--- config.mk ---
export PLATFORM = sky130hd
export DESIGN_NAME = ps2_keyboard_host_link
export DESIGN_NICKNAME = d
export VERILOG_FILES = /design/src/sv/p2k_pkg.sv /design/src/sv/ps2_keyboard_host_link.sv /design/src/sv/p2k_front.sv /design/src/sv/p2k_fifo.sv /design/src/sv/p2k_back.sv
export SDC_FILE = /design/constraint.sdc
export NUM_CORES = 1
export LEC_CHECK = 0
export BUFFER_PORTS_ARGS = -buffer_cell sky130_fd_sc_hd__buf_2
export CORE_AREA = 5 5 219 221
export DETAILED_ROUTE_END_ITERATION = 10
export DIE_AREA = 0 0 224 226
export MAX_ROUTING_LAYER = met4
export PLACE_DENSITY = 0.66
export SLEW_MARGIN = 15
export SYNTH_ARGS = -nofsm -noshare
export SYNTH_HDL_FRONTEND = slang
export SYNTH_SLANG_ARGS = --single-unit
--- constraint.sdc ---
create_clock -name clk -period 9.8 [get_ports clk]
set_input_delay 1.47 -clock clk [delete_from_list [all_inputs] [get_ports clk]]
set_output_delay 1.47 -clock clk [all_outputs]
set_load 0.1 [all_outputs]
--- src/sv/p2k_pkg.sv ---
// Shared types, codes and constants for the PS/2 keyboard host link.
// Used by every module of the block; depends on nothing.

package p2k_pkg;

  // Commands carried on the input channel
  localparam logic [1:0] CMD_EDGE   = 2'd0;
  localparam logic [1:0] CMD_READ   = 2'd1;
  localparam logic [1:0] CMD_SEND   = 2'd2;
  localparam logic [1:0] CMD_UNUSED = 2'd3;

  // Data line actions
  localparam logic [1:0] LINE_KEEP    = 2'd0;
  localparam logic [1:0] LINE_LOW     = 2'd1;
  localparam logic [1:0] LINE_HIGH    = 2'd2;
  localparam logic [1:0] LINE_RELEASE = 2'd3;

  // Configuration register indexes
  localparam logic REG_GLITCH_GAP    = 1'b0;
  localparam logic REG_FRAME_TIMEOUT = 1'b1;

  localparam logic [31:0] GLITCH_GAP_RESET    = 32'd8000;
  localparam logic [31:0] FRAME_TIMEOUT_RESET = 32'd19200;

  // Scan code queue
  localparam int QUEUE_DEPTH = 16;
  localparam int QIDX_W      = $clog2(QUEUE_DEPTH);
  localparam int QCNT_W      = $clog2(QUEUE_DEPTH + 1);

  // Queue between front and back
  localparam int LINK_DEPTH = 2;
  localparam int LPTR_W     = $clog2(LINK_DEPTH);
  localparam int LCNT_W     = $clog2(LINK_DEPTH + 1);

  // Frame layout
  localparam logic [3:0] RX_FRAME_LEN = 4'd11;
  localparam logic [3:0] TX_LAST_POS  = 4'd9;

  // Special bytes
  localparam logic [7:0] BYTE_E0  = 8'hE0;
  localparam logic [7:0] BYTE_E1  = 8'hE1;
  localparam logic [7:0] BYTE_F0  = 8'hF0;
  localparam logic [7:0] BYTE_ACK = 8'hFA;

  typedef enum logic [1:0] {
    KIND_EDGE,
    KIND_READ,
    KIND_SEND,
    KIND_NONE
  } item_kind_t;

  typedef struct packed {
    item_kind_t  kind;
    logic [31:0] edge_time;
    logic        data_level;
    logic [8:0]  tx_frame;   // parity bit over data byte
  } link_item_t;

  typedef struct packed {
    logic        valid;
    logic        index;
    logic [31:0] data;
  } cfg_write_t;

endpackage

--- src/sv/ps2_keyboard_host_link.sv ---
// Top level of the PS/2 keyboard host link: front decoder, link queue, back end.
// Depends on p2k_pkg, p2k_front, p2k_fifo and p2k_back.
//
//   channel | direction | handshake            | payload
//   in_     | sink      | in_tvalid/in_tready  | tdata 48 bits, tuser = command
//   out_    | source    | out_tvalid/out_tready| tdata 24 bits, one beat per input beat
//   cfg_    | sink      | cfg_valid/cfg_ready  | cfg_index, cfg_data 32 bits
//
// One beat a cycle while out_tready is high; results pass link queue and result register.
// The back end updates all link state for one item in the cycle that it pops the item.
// Reset is synchronous; the scan code queue needs no clearing pass.
// A stalled output holds the result register; the two-entry link queue lets
// the input keep accepting until it fills. Configuration writes are always taken.

module ps2_keyboard_host_link
  import p2k_pkg::*;
(
  input  logic        clk,
  input  logic        rst_n,
  input  logic        in_tvalid,
  output logic        in_tready,
  input  logic [47:0] in_tdata,   // edge_time[31:0], data_level[32], send_byte[40:33], zeros
  input  logic [1:0]  in_tuser,   // command[1:0]
  output logic        out_tvalid,
  input  logic        out_tready,
  output logic [23:0] out_tdata,  // line_action[1:0], read_code[17:2], read_valid[18],
                                  // ack_seen[19], tx_busy[20], overflow[21], zeros
  input  logic        cfg_valid,
  output logic        cfg_ready,
  input  logic        cfg_index,
  input  logic [31:0] cfg_data
);

  logic       link_full;
  logic       push_valid;
  link_item_t push_item;
  logic       pop_avail;
  logic       pop;
  link_item_t pop_item;
  cfg_write_t cfg_wr;

  assign cfg_ready    = 1'b1;
  assign cfg_wr.valid = cfg_valid;
  assign cfg_wr.index = cfg_index;
  assign cfg_wr.data  = cfg_data;

  p2k_front u_front (
    .in_tvalid  (in_tvalid),
    .in_tready  (in_tready),
    .in_tdata   (in_tdata),
    .in_tuser   (in_tuser),
    .link_full  (link_full),
    .push_valid (push_valid),
    .push_item  (push_item)
  );

  p2k_fifo u_fifo (
    .clk        (clk),
    .rst_n      (rst_n),
    .push_valid (push_valid),
    .push_item  (push_item),
    .full       (link_full),
    .pop_avail  (pop_avail),
    .pop        (pop),
    .pop_item   (pop_item)
  );

  p2k_back u_back (
    .clk        (clk),
    .rst_n      (rst_n),
    .cfg_wr     (cfg_wr),
    .item_avail (pop_avail),
    .item       (pop_item),
    .item_pop   (pop),
    .out_tvalid (out_tvalid),
    .out_tready (out_tready),
    .out_tdata  (out_tdata)
  );

endmodule

--- src/sv/p2k_front.sv ---
// Front end of the PS/2 host link: decodes commands and prepares transmit frames.
// Depends on p2k_pkg.

module p2k_front
  import p2k_pkg::*;
(
  input  logic        in_tvalid,
  output logic        in_tready,
  input  logic [47:0] in_tdata,
  input  logic [1:0]  in_tuser,
  input  logic        link_full,
  output logic        push_valid,
  output link_item_t  push_item
);

  logic [7:0] send_byte;

  assign send_byte  = in_tdata[40:33];
  assign in_tready  = !link_full;
  assign push_valid = in_tvalid && !link_full;

  // Classify the beat and build the odd-parity transmit frame
  always_comb begin
    push_item.edge_time  = in_tdata[31:0];
    push_item.data_level = in_tdata[32];
    push_item.tx_frame   = {~(^send_byte), send_byte};
    unique case (in_tuser)
      CMD_EDGE:   push_item.kind = KIND_EDGE;
      CMD_READ:   push_item.kind = KIND_READ;
      CMD_SEND:   push_item.kind = KIND_SEND;
      CMD_UNUSED: push_item.kind = KIND_NONE;
      default:    push_item.kind = KIND_NONE;
    endcase
  end

endmodule

--- src/sv/p2k_fifo.sv ---
// Short queue of classified items between front and back of the PS/2 host link.
// Depends on p2k_pkg.

module p2k_fifo
  import p2k_pkg::*;
(
  input  logic       clk,
  input  logic       rst_n,
  input  logic       push_valid,
  input  link_item_t push_item,
  output logic       full,
  output logic       pop_avail,
  input  logic       pop,
  output link_item_t pop_item
);

  link_item_t          mem_r [LINK_DEPTH];
  logic [LPTR_W-1:0]   wr_ptr_r, wr_ptr_nxt;
  logic [LPTR_W-1:0]   rd_ptr_r, rd_ptr_nxt;
  logic [LCNT_W-1:0]   count_r, count_nxt;
  logic                do_pop;

  assign full      = (count_r == LCNT_W'(LINK_DEPTH));
  assign pop_avail = (count_r != '0);
  assign do_pop    = pop && pop_avail;
  assign pop_item  = mem_r[rd_ptr_r];

  // Advance pointers and occupancy
  always_comb begin
    wr_ptr_nxt = wr_ptr_r;
    rd_ptr_nxt = rd_ptr_r;
    count_nxt  = count_r;
    if (push_valid) begin
      wr_ptr_nxt = (wr_ptr_r == LPTR_W'(LINK_DEPTH - 1)) ? '0 : wr_ptr_r + 1'b1;
    end
    if (do_pop) begin
      rd_ptr_nxt = (rd_ptr_r == LPTR_W'(LINK_DEPTH - 1)) ? '0 : rd_ptr_r + 1'b1;
    end
    if (push_valid && !do_pop) begin
      count_nxt = count_r + 1'b1;
    end else if (!push_valid && do_pop) begin
      count_nxt = count_r - 1'b1;
    end
  end

  always_ff @(posedge clk) begin
    if (!rst_n) begin
      wr_ptr_r <= '0;
      rd_ptr_r <= '0;
      count_r  <= '0;
    end else begin
      wr_ptr_r <= wr_ptr_nxt;
      rd_ptr_r <= rd_ptr_nxt;
      count_r  <= count_nxt;
    end
  end

  // Store the beat
  always_ff @(posedge clk) begin
    if (push_valid) begin
      mem_r[wr_ptr_r] <= push_item;
    end
  end

endmodule

--- src/sv/p2k_back.sv ---
// Back end of the PS/2 host link: edge timing, receive and transmit framing,
// scan code queue, configuration registers and the result register.
// Depends on p2k_pkg.

module p2k_back
  import p2k_pkg::*;
(
  input  logic        clk,
  input  logic        rst_n,
  input  cfg_write_t  cfg_wr,
  input  logic        item_avail,
  input  link_item_t  item,
  output logic        item_pop,
  output logic        out_tvalid,
  input  logic        out_tready,
  output logic [23:0] out_tdata
);

  // Configuration
  logic [31:0] glitch_r, timeout_r;

  // Link state
  logic [31:0] last_edge_r, last_edge_nxt;
  logic [10:0] rx_bits_r, rx_bits_nxt;
  logic [3:0]  rx_cnt_r, rx_cnt_nxt;
  logic [2:0]  prefix_r, prefix_nxt;
  logic        ack_r, ack_nxt;
  logic [8:0]  tx_bits_r, tx_bits_nxt;
  logic [3:0]  tx_pos_r, tx_pos_nxt;
  logic        tx_active_r, tx_active_nxt;
  logic        ovf_r, ovf_nxt;

  // Scan code queue
  logic [15:0]       code_mem_r [QUEUE_DEPTH];
  logic [QIDX_W-1:0] head_r, head_nxt;
  logic [QIDX_W-1:0] tail_r, tail_nxt;
  logic [QCNT_W-1:0] qcount_r, qcount_nxt;
  logic              code_push;
  logic [15:0]       code_new;

  // Result register
  logic        out_valid_r;
  logic [23:0] out_data_r;
  logic        fire;

  // Per-item scratch
  logic [31:0] gap;
  logic [10:0] rx_bits_v;
  logic [3:0]  rx_cnt_v;
  logic [7:0]  rx_byte;
  logic        frame_ok;
  logic [1:0]  res_action;
  logic [15:0] res_code;
  logic        res_valid;

  assign fire       = item_avail && (!out_valid_r || out_tready);
  assign item_pop   = fire;
  assign out_tvalid = out_valid_r;
  assign out_tdata  = out_data_r;
  assign gap        = item.edge_time - last_edge_r;

  // Execute one item
  always_comb begin
    last_edge_nxt = last_edge_r;
    rx_bits_nxt   = rx_bits_r;
    rx_cnt_nxt    = rx_cnt_r;
    prefix_nxt    = prefix_r;
    ack_nxt       = ack_r;
    tx_bits_nxt   = tx_bits_r;
    tx_pos_nxt    = tx_pos_r;
    tx_active_nxt = tx_active_r;
    ovf_nxt       = ovf_r;
    head_nxt      = head_r;
    tail_nxt      = tail_r;
    qcount_nxt    = qcount_r;
    code_push     = 1'b0;
    code_new      = '0;
    rx_bits_v     = rx_bits_r;
    rx_cnt_v      = rx_cnt_r;
    rx_byte       = '0;
    frame_ok      = 1'b0;
    res_action    = LINE_KEEP;
    res_code      = '0;
    res_valid     = 1'b0;
    if (fire) begin
      unique case (item.kind)
        KIND_EDGE: begin
          if (gap >= glitch_r) begin
            if (gap > timeout_r) begin
              rx_bits_v = '0;
              rx_cnt_v  = '0;
            end
            last_edge_nxt = item.edge_time;
            rx_bits_nxt   = rx_bits_v;
            rx_cnt_nxt    = rx_cnt_v;
            if (tx_active_r) begin
              // Shift out data and parity, then let the line go
              if (tx_pos_r >= TX_LAST_POS) begin
                tx_active_nxt = 1'b0;
                tx_bits_nxt   = '0;
                tx_pos_nxt    = '0;
                res_action    = LINE_RELEASE;
              end else begin
                res_action = tx_bits_r[tx_pos_r] ? LINE_HIGH : LINE_LOW;
                tx_pos_nxt = tx_pos_r + 4'd1;
              end
            end else begin
              // Collect the receive bit
              if (rx_cnt_v < RX_FRAME_LEN && item.data_level) begin
                rx_bits_v[rx_cnt_v] = 1'b1;
              end
              rx_cnt_v    = rx_cnt_v + 4'd1;
              rx_bits_nxt = rx_bits_v;
              rx_cnt_nxt  = rx_cnt_v;
              if (rx_cnt_v >= RX_FRAME_LEN) begin
                rx_bits_nxt = '0;
                rx_cnt_nxt  = '0;
                frame_ok    = !rx_bits_v[0] && rx_bits_v[10] && (^rx_bits_v[9:1]);
                rx_byte     = rx_bits_v[8:1];
                if (frame_ok) begin
                  case (rx_byte)
                    BYTE_E0:  prefix_nxt = prefix_r | 3'b001;
                    BYTE_E1:  prefix_nxt = prefix_r | 3'b010;
                    BYTE_F0:  prefix_nxt = prefix_r | 3'b100;
                    BYTE_ACK: ack_nxt    = 1'b1;
                    default: begin
                      code_new = {prefix_r[2], 5'd0,
                                  !prefix_r[0] && prefix_r[1], prefix_r[0], rx_byte};
                      prefix_nxt = '0;
                      if (qcount_r == QCNT_W'(QUEUE_DEPTH)) begin
                        ovf_nxt = 1'b1;
                      end else begin
                        code_push  = 1'b1;
                        tail_nxt   = (tail_r == QIDX_W'(QUEUE_DEPTH - 1)) ? '0
                                     : tail_r + 1'b1;
                        qcount_nxt = qcount_r + 1'b1;
                      end
                    end
                  endcase
                end
              end
            end
          end
        end
        KIND_READ: begin
          if (qcount_r != '0) begin
            res_code   = code_mem_r[head_r];
            res_valid  = 1'b1;
            head_nxt   = (head_r == QIDX_W'(QUEUE_DEPTH - 1)) ? '0 : head_r + 1'b1;
            qcount_nxt = qcount_r - 1'b1;
          end
        end
        KIND_SEND: begin
          tx_bits_nxt   = item.tx_frame;
          tx_pos_nxt    = '0;
          tx_active_nxt = 1'b1;
          ack_nxt       = 1'b0;
        end
        KIND_NONE: begin
          res_action = LINE_KEEP;
        end
        default: begin
          res_action = LINE_KEEP;
        end
      endcase
    end
  end

  // Control and link state
  always_ff @(posedge clk) begin
    if (!rst_n) begin
      glitch_r    <= GLITCH_GAP_RESET;
      timeout_r   <= FRAME_TIMEOUT_RESET;
      last_edge_r <= '0;
      rx_bits_r   <= '0;
      rx_cnt_r    <= '0;
      prefix_r    <= '0;
      ack_r       <= 1'b0;
      tx_bits_r   <= '0;
      tx_pos_r    <= '0;
      tx_active_r <= 1'b0;
      ovf_r       <= 1'b0;
      head_r      <= '0;
      tail_r      <= '0;
      qcount_r    <= '0;
      out_valid_r <= 1'b0;
    end else begin
      if (cfg_wr.valid && cfg_wr.index == REG_GLITCH_GAP) begin
        glitch_r <= cfg_wr.data;
      end
      if (cfg_wr.valid && cfg_wr.index == REG_FRAME_TIMEOUT) begin
        timeout_r <= cfg_wr.data;
      end
      last_edge_r <= last_edge_nxt;
      rx_bits_r   <= rx_bits_nxt;
      rx_cnt_r    <= rx_cnt_nxt;
      prefix_r    <= prefix_nxt;
      ack_r       <= ack_nxt;
      tx_bits_r   <= tx_bits_nxt;
      tx_pos_r    <= tx_pos_nxt;
      tx_active_r <= tx_active_nxt;
      ovf_r       <= ovf_nxt;
      head_r      <= head_nxt;
      tail_r      <= tail_nxt;
      qcount_r    <= qcount_nxt;
      if (fire) begin
        out_valid_r <= 1'b1;
      end else if (out_tready) begin
        out_valid_r <= 1'b0;
      end
    end
  end

  // Result payload and queue entries
  always_ff @(posedge clk) begin
    if (fire) begin
      out_data_r <= {2'b00, ovf_nxt, tx_active_nxt, ack_nxt, res_valid, res_code,
                     res_action};
    end
    if (code_push) begin
      code_mem_r[tail_r] <= code_new;
    end
  end

endmodule

---- Yosys cells after proc, flatten, opt, wreduce, memory -nomap -nowiden ----
Memories as Yosys holds them, arrays and structs flattened. A register that Yosys moved wholly into a read port is not among the register bits.
Index checks and enable logic that the tools add are counted.
storage, ports and cells
  memories kept ........................... 2
  register bits ........................... 154
  ROM bits ................................ 0
  bits in latches ......................... 0
  memory bits (writable) .................. 344
operators by class
  div/mod/pow operators ................... 0
  add/subtract/negate cells ............... 11
  multipliers ............................. 0
  order comparisons ....................... 8
  bitwise logic cells ..................... 10
  multiplexer cells ....................... 91
  reductions and logical operators ........ 42
  shifts and indexed selects .............. 0
  equality and inequality tests ........... 22
memory list
  memory             depth  width  read ports  clocked after Yosys merged registers in  wr ports  RTL line        source
  u_back.code_mem_r  16     16     1           1                                        1         p2k_back.sv:34  logic [15:0] code_mem_r [QUEUE_DEPTH];
  u_fifo.mem_r       2      44     1           1                                        1         p2k_fifo.sv:17  link_item_t mem_r [LINK_DEPTH];
operator list
  kind                                                number
  two-way mux 11 bit                                  11
  two-way mux 16 bit                                  7
  two-way mux 4 bit                                   11
  two-way mux 1 bit                                   39
  AND reduction 9 bit                                 4
  two-way mux 5 bit                                   7
  equality test 8 bit, second input constant          4
  greater-or-equal comparator 32 bit                  1
  greater-than comparator 32 bit                      1
  subtractor 32 bit                                   1
  two-way mux 9 bit                                   3
  one-hot mux 9 bit (2 select lines)                  1
  adder 4 x 1 -> 4 bit, second input constant         4
  logical AND 1 bit                                   12
  != test 2 x 1 -> 1 bit, second input constant       6
  one-hot mux 3 bit (4 select lines)                  1
  bitwise OR 11 bit                                   1
  < comparator 4 x 5 -> 1 bit, second input constant  2
  one-hot mux 5 bit (2 select lines)                  1
  nonzero test 2 bit                                  5
  NOT 1 bit                                           9
  AND reduction 3 bit                                 3
  parity 9 bit                                        1
  equality test 2 bit, second input constant          4
  other kinds (28)                                    45

---- Depth between registers and ports, before layout ----
  depth in word-level cells ............... 27
  gate-level depth with buffers ........... 40

---- Cells and area by module ----
From an unflattened synthesis, not the netlist that was laid out.
unflattened totals
  cell total of the unflattened synthesis .. 1731
  area total of the unflattened synthesis .. 20771.2 um^2
by module, submodules not included
  module                  area an instance (um^2)  instances  cells each
  p2k_back                16990.0                  1          1518
  p2k_fifo                3383.2                   1          159
  p2k_front               386.6                    1          52
  ps2_keyboard_host_link  11.3                     1          2

---- Worst setup path before layout ----
OpenSTA, ideal clock, no wires.
  path kind ............................... register -> register
  start point ............................. register with a tool-made name
  end point ............................... memory u_back.code_mem_r[0][5], data pin
  data arrival time ....................... 8.990 ns
  library setup time ...................... 0.327 ns
  path buffers ............................ 4
  slack ................................... 0.483 ns
  cell stages (with the launch flop) ...... 37
  cell sequence ........................... dfxtp_1 -> buf_6 -> clkbuf_1 -> mux2i_1 -> ha_1 -> inv_1 -> fa_1 -> a211oi_1 -> o211ai_1 -> nand3_1 -> a311oi_1 -> o41ai_1 -> o21ai_0 -> a21o_1 -> a21oi_1 -> xnor2_1 -> ha_1 -> nand4_1 -> or4_1 -> a31oi_1 -> nor2_1 -> and2_1 -> ha_1 -> nor3b_1 -> and2_1 -> a21oi_1 -> nor2_1 -> ha_1 -> xnor2_1 -> xnor2_1 -> xnor2_1 -> or4_4 -> or4_1 -> buf_2 -> or3_1 -> buf_2 -> nor3_1
RTL lines
  what           RTL line
  end, declared  p2k_back.sv:34

==> Implementation_results.wiki <==
{| class="wikitable"
! Metric !! Value
|-
| Synth Instances || 1743
|-
| Io pins || 115
|-
| Number of hold violations in the final report || 0
|-
| Combinational share of power || 36.2%
|-
| Die extent in y || 226 um
|-
| Run status || finished, final reports clean
|-
| Later-pin clock latency in the skew report || 580 ps
|-
| Post-DRT Antenna Nets || 0
|-
| Critical path capture point type || register
|-
| Max clock buf depth || 3
|-
| Total global-route track usage || 18.1%
|-
| #FFs+latches synth || 430
|-
| Cell type of the slowest stage on the worst timing path || sky130_fd_sc_hd__a311oi_1
|-
| Average wire per cell in the routed design || 17.9 um
|-
| Residual DRC count || 0
|-
| DRC violation total after the first TritonRoute iteration || 997
|-
| Level count of the clock H-tree || 2
|-
| Net count, final || 2080
|-
| Final-layout worst hold slack || 453 ps
|-
| Max IR drop VDD || 0.000253 V
|-
| Slack of the critical path || 520 ps
|-
| Post-route clock skew || 15.8 ps
|-
| Proportion of total power due to net switching || 36.0%
|-
| Reported leakage power || 8.02 nW
|-
| Count of standard-cell rows || 79
|-
| Combined buffer and inverter count along the critical path || 4
|-
| Biggest area consumer among synthesized cells || sky130_fd_sc_hd__edfxtp_1
|-
| Average vias per placed instance || 5.41
|-
| Count of non-filler cells in the finished layout || 2515
|-
| Setup Total Neg Slack || 0 ps
|-
| Slew of the pin with the lowest slew margin || 1190 ps
|-
| Highest-count cells in the layout ignoring fill and taps || 281 x sky130_fd_sc_hd__edfxtp_1, 220 x sky130_fd_sc_hd__nand2_1, 172 x sky130_fd_sc_hd__a21oi_1
|-
| Sequential share of the synthesized area || 56.0%
|-
| Pre-CTS WS || 127 ps
|-
| Number of clock sinks || 430
|-
| Kind of cell adding the most delay to the critical path || simple AND/OR/NAND/NOR gates
|-
| Number of optimization iterations in the first detailed-route pass || 5
|-
| Critical path class || reg -> reg
|-
| Critical Path Source Type || register
|-
| Std-Cell Core Area || 0.0460 sq mm
|-
| Cell types with the largest area share after synthesis || sky130_fd_sc_hd__edfxtp_1 41%, sky130_fd_sc_hd__dfxtp_1 15%, sky130_fd_sc_hd__ha_1 7.4%
|-
| Data arrival at the endpoint of the critical path || 9700 ps
|-
| Vias after detailed routing || 13596
|-
| Sw power || 2.18 mW
|-
| Total detailed-routing wirelength || 45100 um
|-
| Placed Instance Area || 0.0220 sq mm
|-
| Post-CTS Setup Bufs || 0
|-
| TritonCTS clock tree || done
|-
| Clock-pin slew of the registers on the worst-case setup and hold paths || 60 ps
|-
| Area of the die || 0.0506 sq mm
|-
| Initial Util || 44.3%
|-
| Fraction of final layout cells with drive strength greater than 1 || 17.6%
|-
| Remaining max-slew budget at the tightest pin || 20.7%
|-
| Largest stage delay, worst path || 760 ps
|-
| Clock network power share || 28.4%
|-
| Slew Viols, Final || 0
|-
| Async set-or-reset flop fraction in the synthesized netlist || 0%
|-
| Pin count of the biggest net entering global routing || 84
|-
| Critical path fanouts, max || 16
|-
| Number of global-route vias before repair || 13403
|-
| Max capacitance violation total || 0
|-
| Root Buffer Master || sky130_fd_sc_hd__clkbuf_16
|-
| Main synth FF type || sky130_fd_sc_hd__edfxtp_1
|-
| Detailed Place HPWL || 31100 um
|-
| Cells resized by post-CTS repair || 0
|-
| Most frequent standard cell in the layout excluding fill and tap cells || sky130_fd_sc_hd__edfxtp_1
|-
| Number of buffers inserted by hold repair at cts || 0
|-
| Number of warnings reported in the yosys synthesis log || 0
|-
| Worst hold-check path type || reg -> reg
|-
| Growth of design area from synthesis to finish || 15.5%
|-
| Summed instance area of the synthesized netlist || 0.0204 sq mm
|-
| P_int || 3.89 mW
|-
| Post-synthesis cell type count || 70
|-
| Worst path required time || 10220 ps
|-
| Total CTS buffers || 46
|-
| Global route total overflow || 0
|-
| Top cell type's share of synthesized area || 41.4%
|-
| Post-synth EDFFs || 281
|-
| Horiz. Die Dim || 224 um
|-
| Final cycle utilization of the critical path || 94.7%
|-
| # port buffers || 99
|-
| Number of antenna violations at the first check in global routing || 0
|-
| Pwr Density || 258 mW/mm^2
|-
| Setup-failing EPs final || 0
|-
| Fin crit period || 9280 ps
|-
| Cell area after layout || 0.0235 sq mm
|-
| Flop pwr share || 35.5%
|-
| Final RePlAce weighted congestion || 0.872
|-
| Average cell area after synthesis || 11.7 sq um
|-
| Global-route wire length before repair || 71200 um
|-
| Max Freq || 108 MHz
|-
| Instance count after placement with tap cells included || 2427
|-
| Antenna diodes || 0
|}
per-stage QoR:
stage	total power [mW]	utilization, %
4_1_cts	6.09	51.1
3_5_place_dp	4.36	47.8
2_1_floorplan	3.81	-
6_report	6.07	51.2
3_3_place_gp	4.30	47.8
5_1_grt	6.45	51.2
final timing paths:
path | cells after the start | slack, ps | to | from
min reg2reg | 2 | 450 | u_back.last_edge_r[10] | u_back.last_edge_r[10]
max reg2reg | 36 | 520 | u_back.code_mem_r[4][6] | register
min | 2 | 450 | u_back.last_edge_r[10] | u_back.last_edge_r[10]
max | 36 | 520 | u_back.code_mem_r[4][6] | register
layer usage:
metal | vias to the layer above | part of all wire, % | global-route usage, % | routed length [um]
li1 | 6599 | - | - | -
met1 | 6617 | 44 | 23.4 | 19700
met2 | 306 | 49 | 29.9 | 22100
met3 | 74 | 4.7 | 2.43 | 2140
met4 | 0 | 2.5 | 5.59 | 1130
met5 | - | 0 | - | 0
registers in the layout (all words and copies together) (netlist names), 3 cells and up, named ones only:
signal	count
u_back.tail_r	4
u_back.prefix_r	3
u_back.code_mem_r	176
u_fifo.mem_r	88
u_back.out_tdata	17
u_back.glitch_r	32
u_back.head_r	4
u_back.tx_pos_r	4
u_back.rx_cnt_r	4
u_back.rx_bits_r	11
u_back.last_edge_r	32
u_back.qcount_r	5
u_back.tx_bits_r	9
u_back.timeout_r	32
cells in the mapped netlist (all sizes together), types with 3 or more instances:
master / count
buf: 26
edfxtp: 281
nor4: 9
nand3: 32
nand2: 220
mux2: 33
xor2: 11
o21bai: 8
o21ai: 30
mux4: 57
o22ai: 3
xnor2: 35
a22oi: 12
nand2b: 15
nand4: 19
o41ai: 6
nor3: 17
and2: 9
inv: 133
and3: 36
nor2: 85
o21a: 13
dfxtp: 149
clkbuf: 58
a21o: 33
a21boi: 5
or3: 7
and4: 6
mux2i: 14
ha: 120
a21oi: 173
nor2b: 5
o211ai: 17
or4: 7
a2111oi: 4
a31oi: 8
a211oi: 10
o31ai: 4
or2: 5
kinds of logic (layout without fill, tap and decap cells):
family	count (synthesis)	in the layout	synth area share (%)
AO/OA/AOI/OAI	347	347	10.6
AND/OR/NAND/NOR	475	475	10.8
XOR/XNOR	46	46	1.98
other	2	8	0.0369
multiplexers	104	104	8.83
adder cells (fa/ha/maj)	122	122	7.56
buffers and inverters	217	376	4.24
flip-flops	430	430	56.0
power groups by stage:
stage	Combinational, mW	Sequential (mW)	Clock (mW)
final	2.19	2.15	1.72
after CTS	2.18	2.15	1.76
after global placement	2.11	2.18	0
after detailed placement	2.16	2.19	0
after floorplan	1.41	2.40	0
after global routing	2.44	2.17	1.84
area by class of cell:
type / count / area (sq um)
Multi-Input combinational cell: 1102 / 8180
Timing Repair Buffer: 157 / 1160
Fill cell: 4001 / 22400
Clock inverter: 19 / 208
Sequential cell: 430 / 11400
Inverter: 133 / 502
Tap cell: 607 / 759
Clock buffer: 67 / 1300
worst register-to-register path: cells and delay by family (launching register included):
kind            cells  cell delay, ps
simple gates       15            3760
compound gates      8            1910
fa+ha+maj           4            1070
xor+xnor            4             800
buf+inv             4             730
flops               1             500
mux                 1             350
Note: power is estimated with default switching activity, not from simulation.
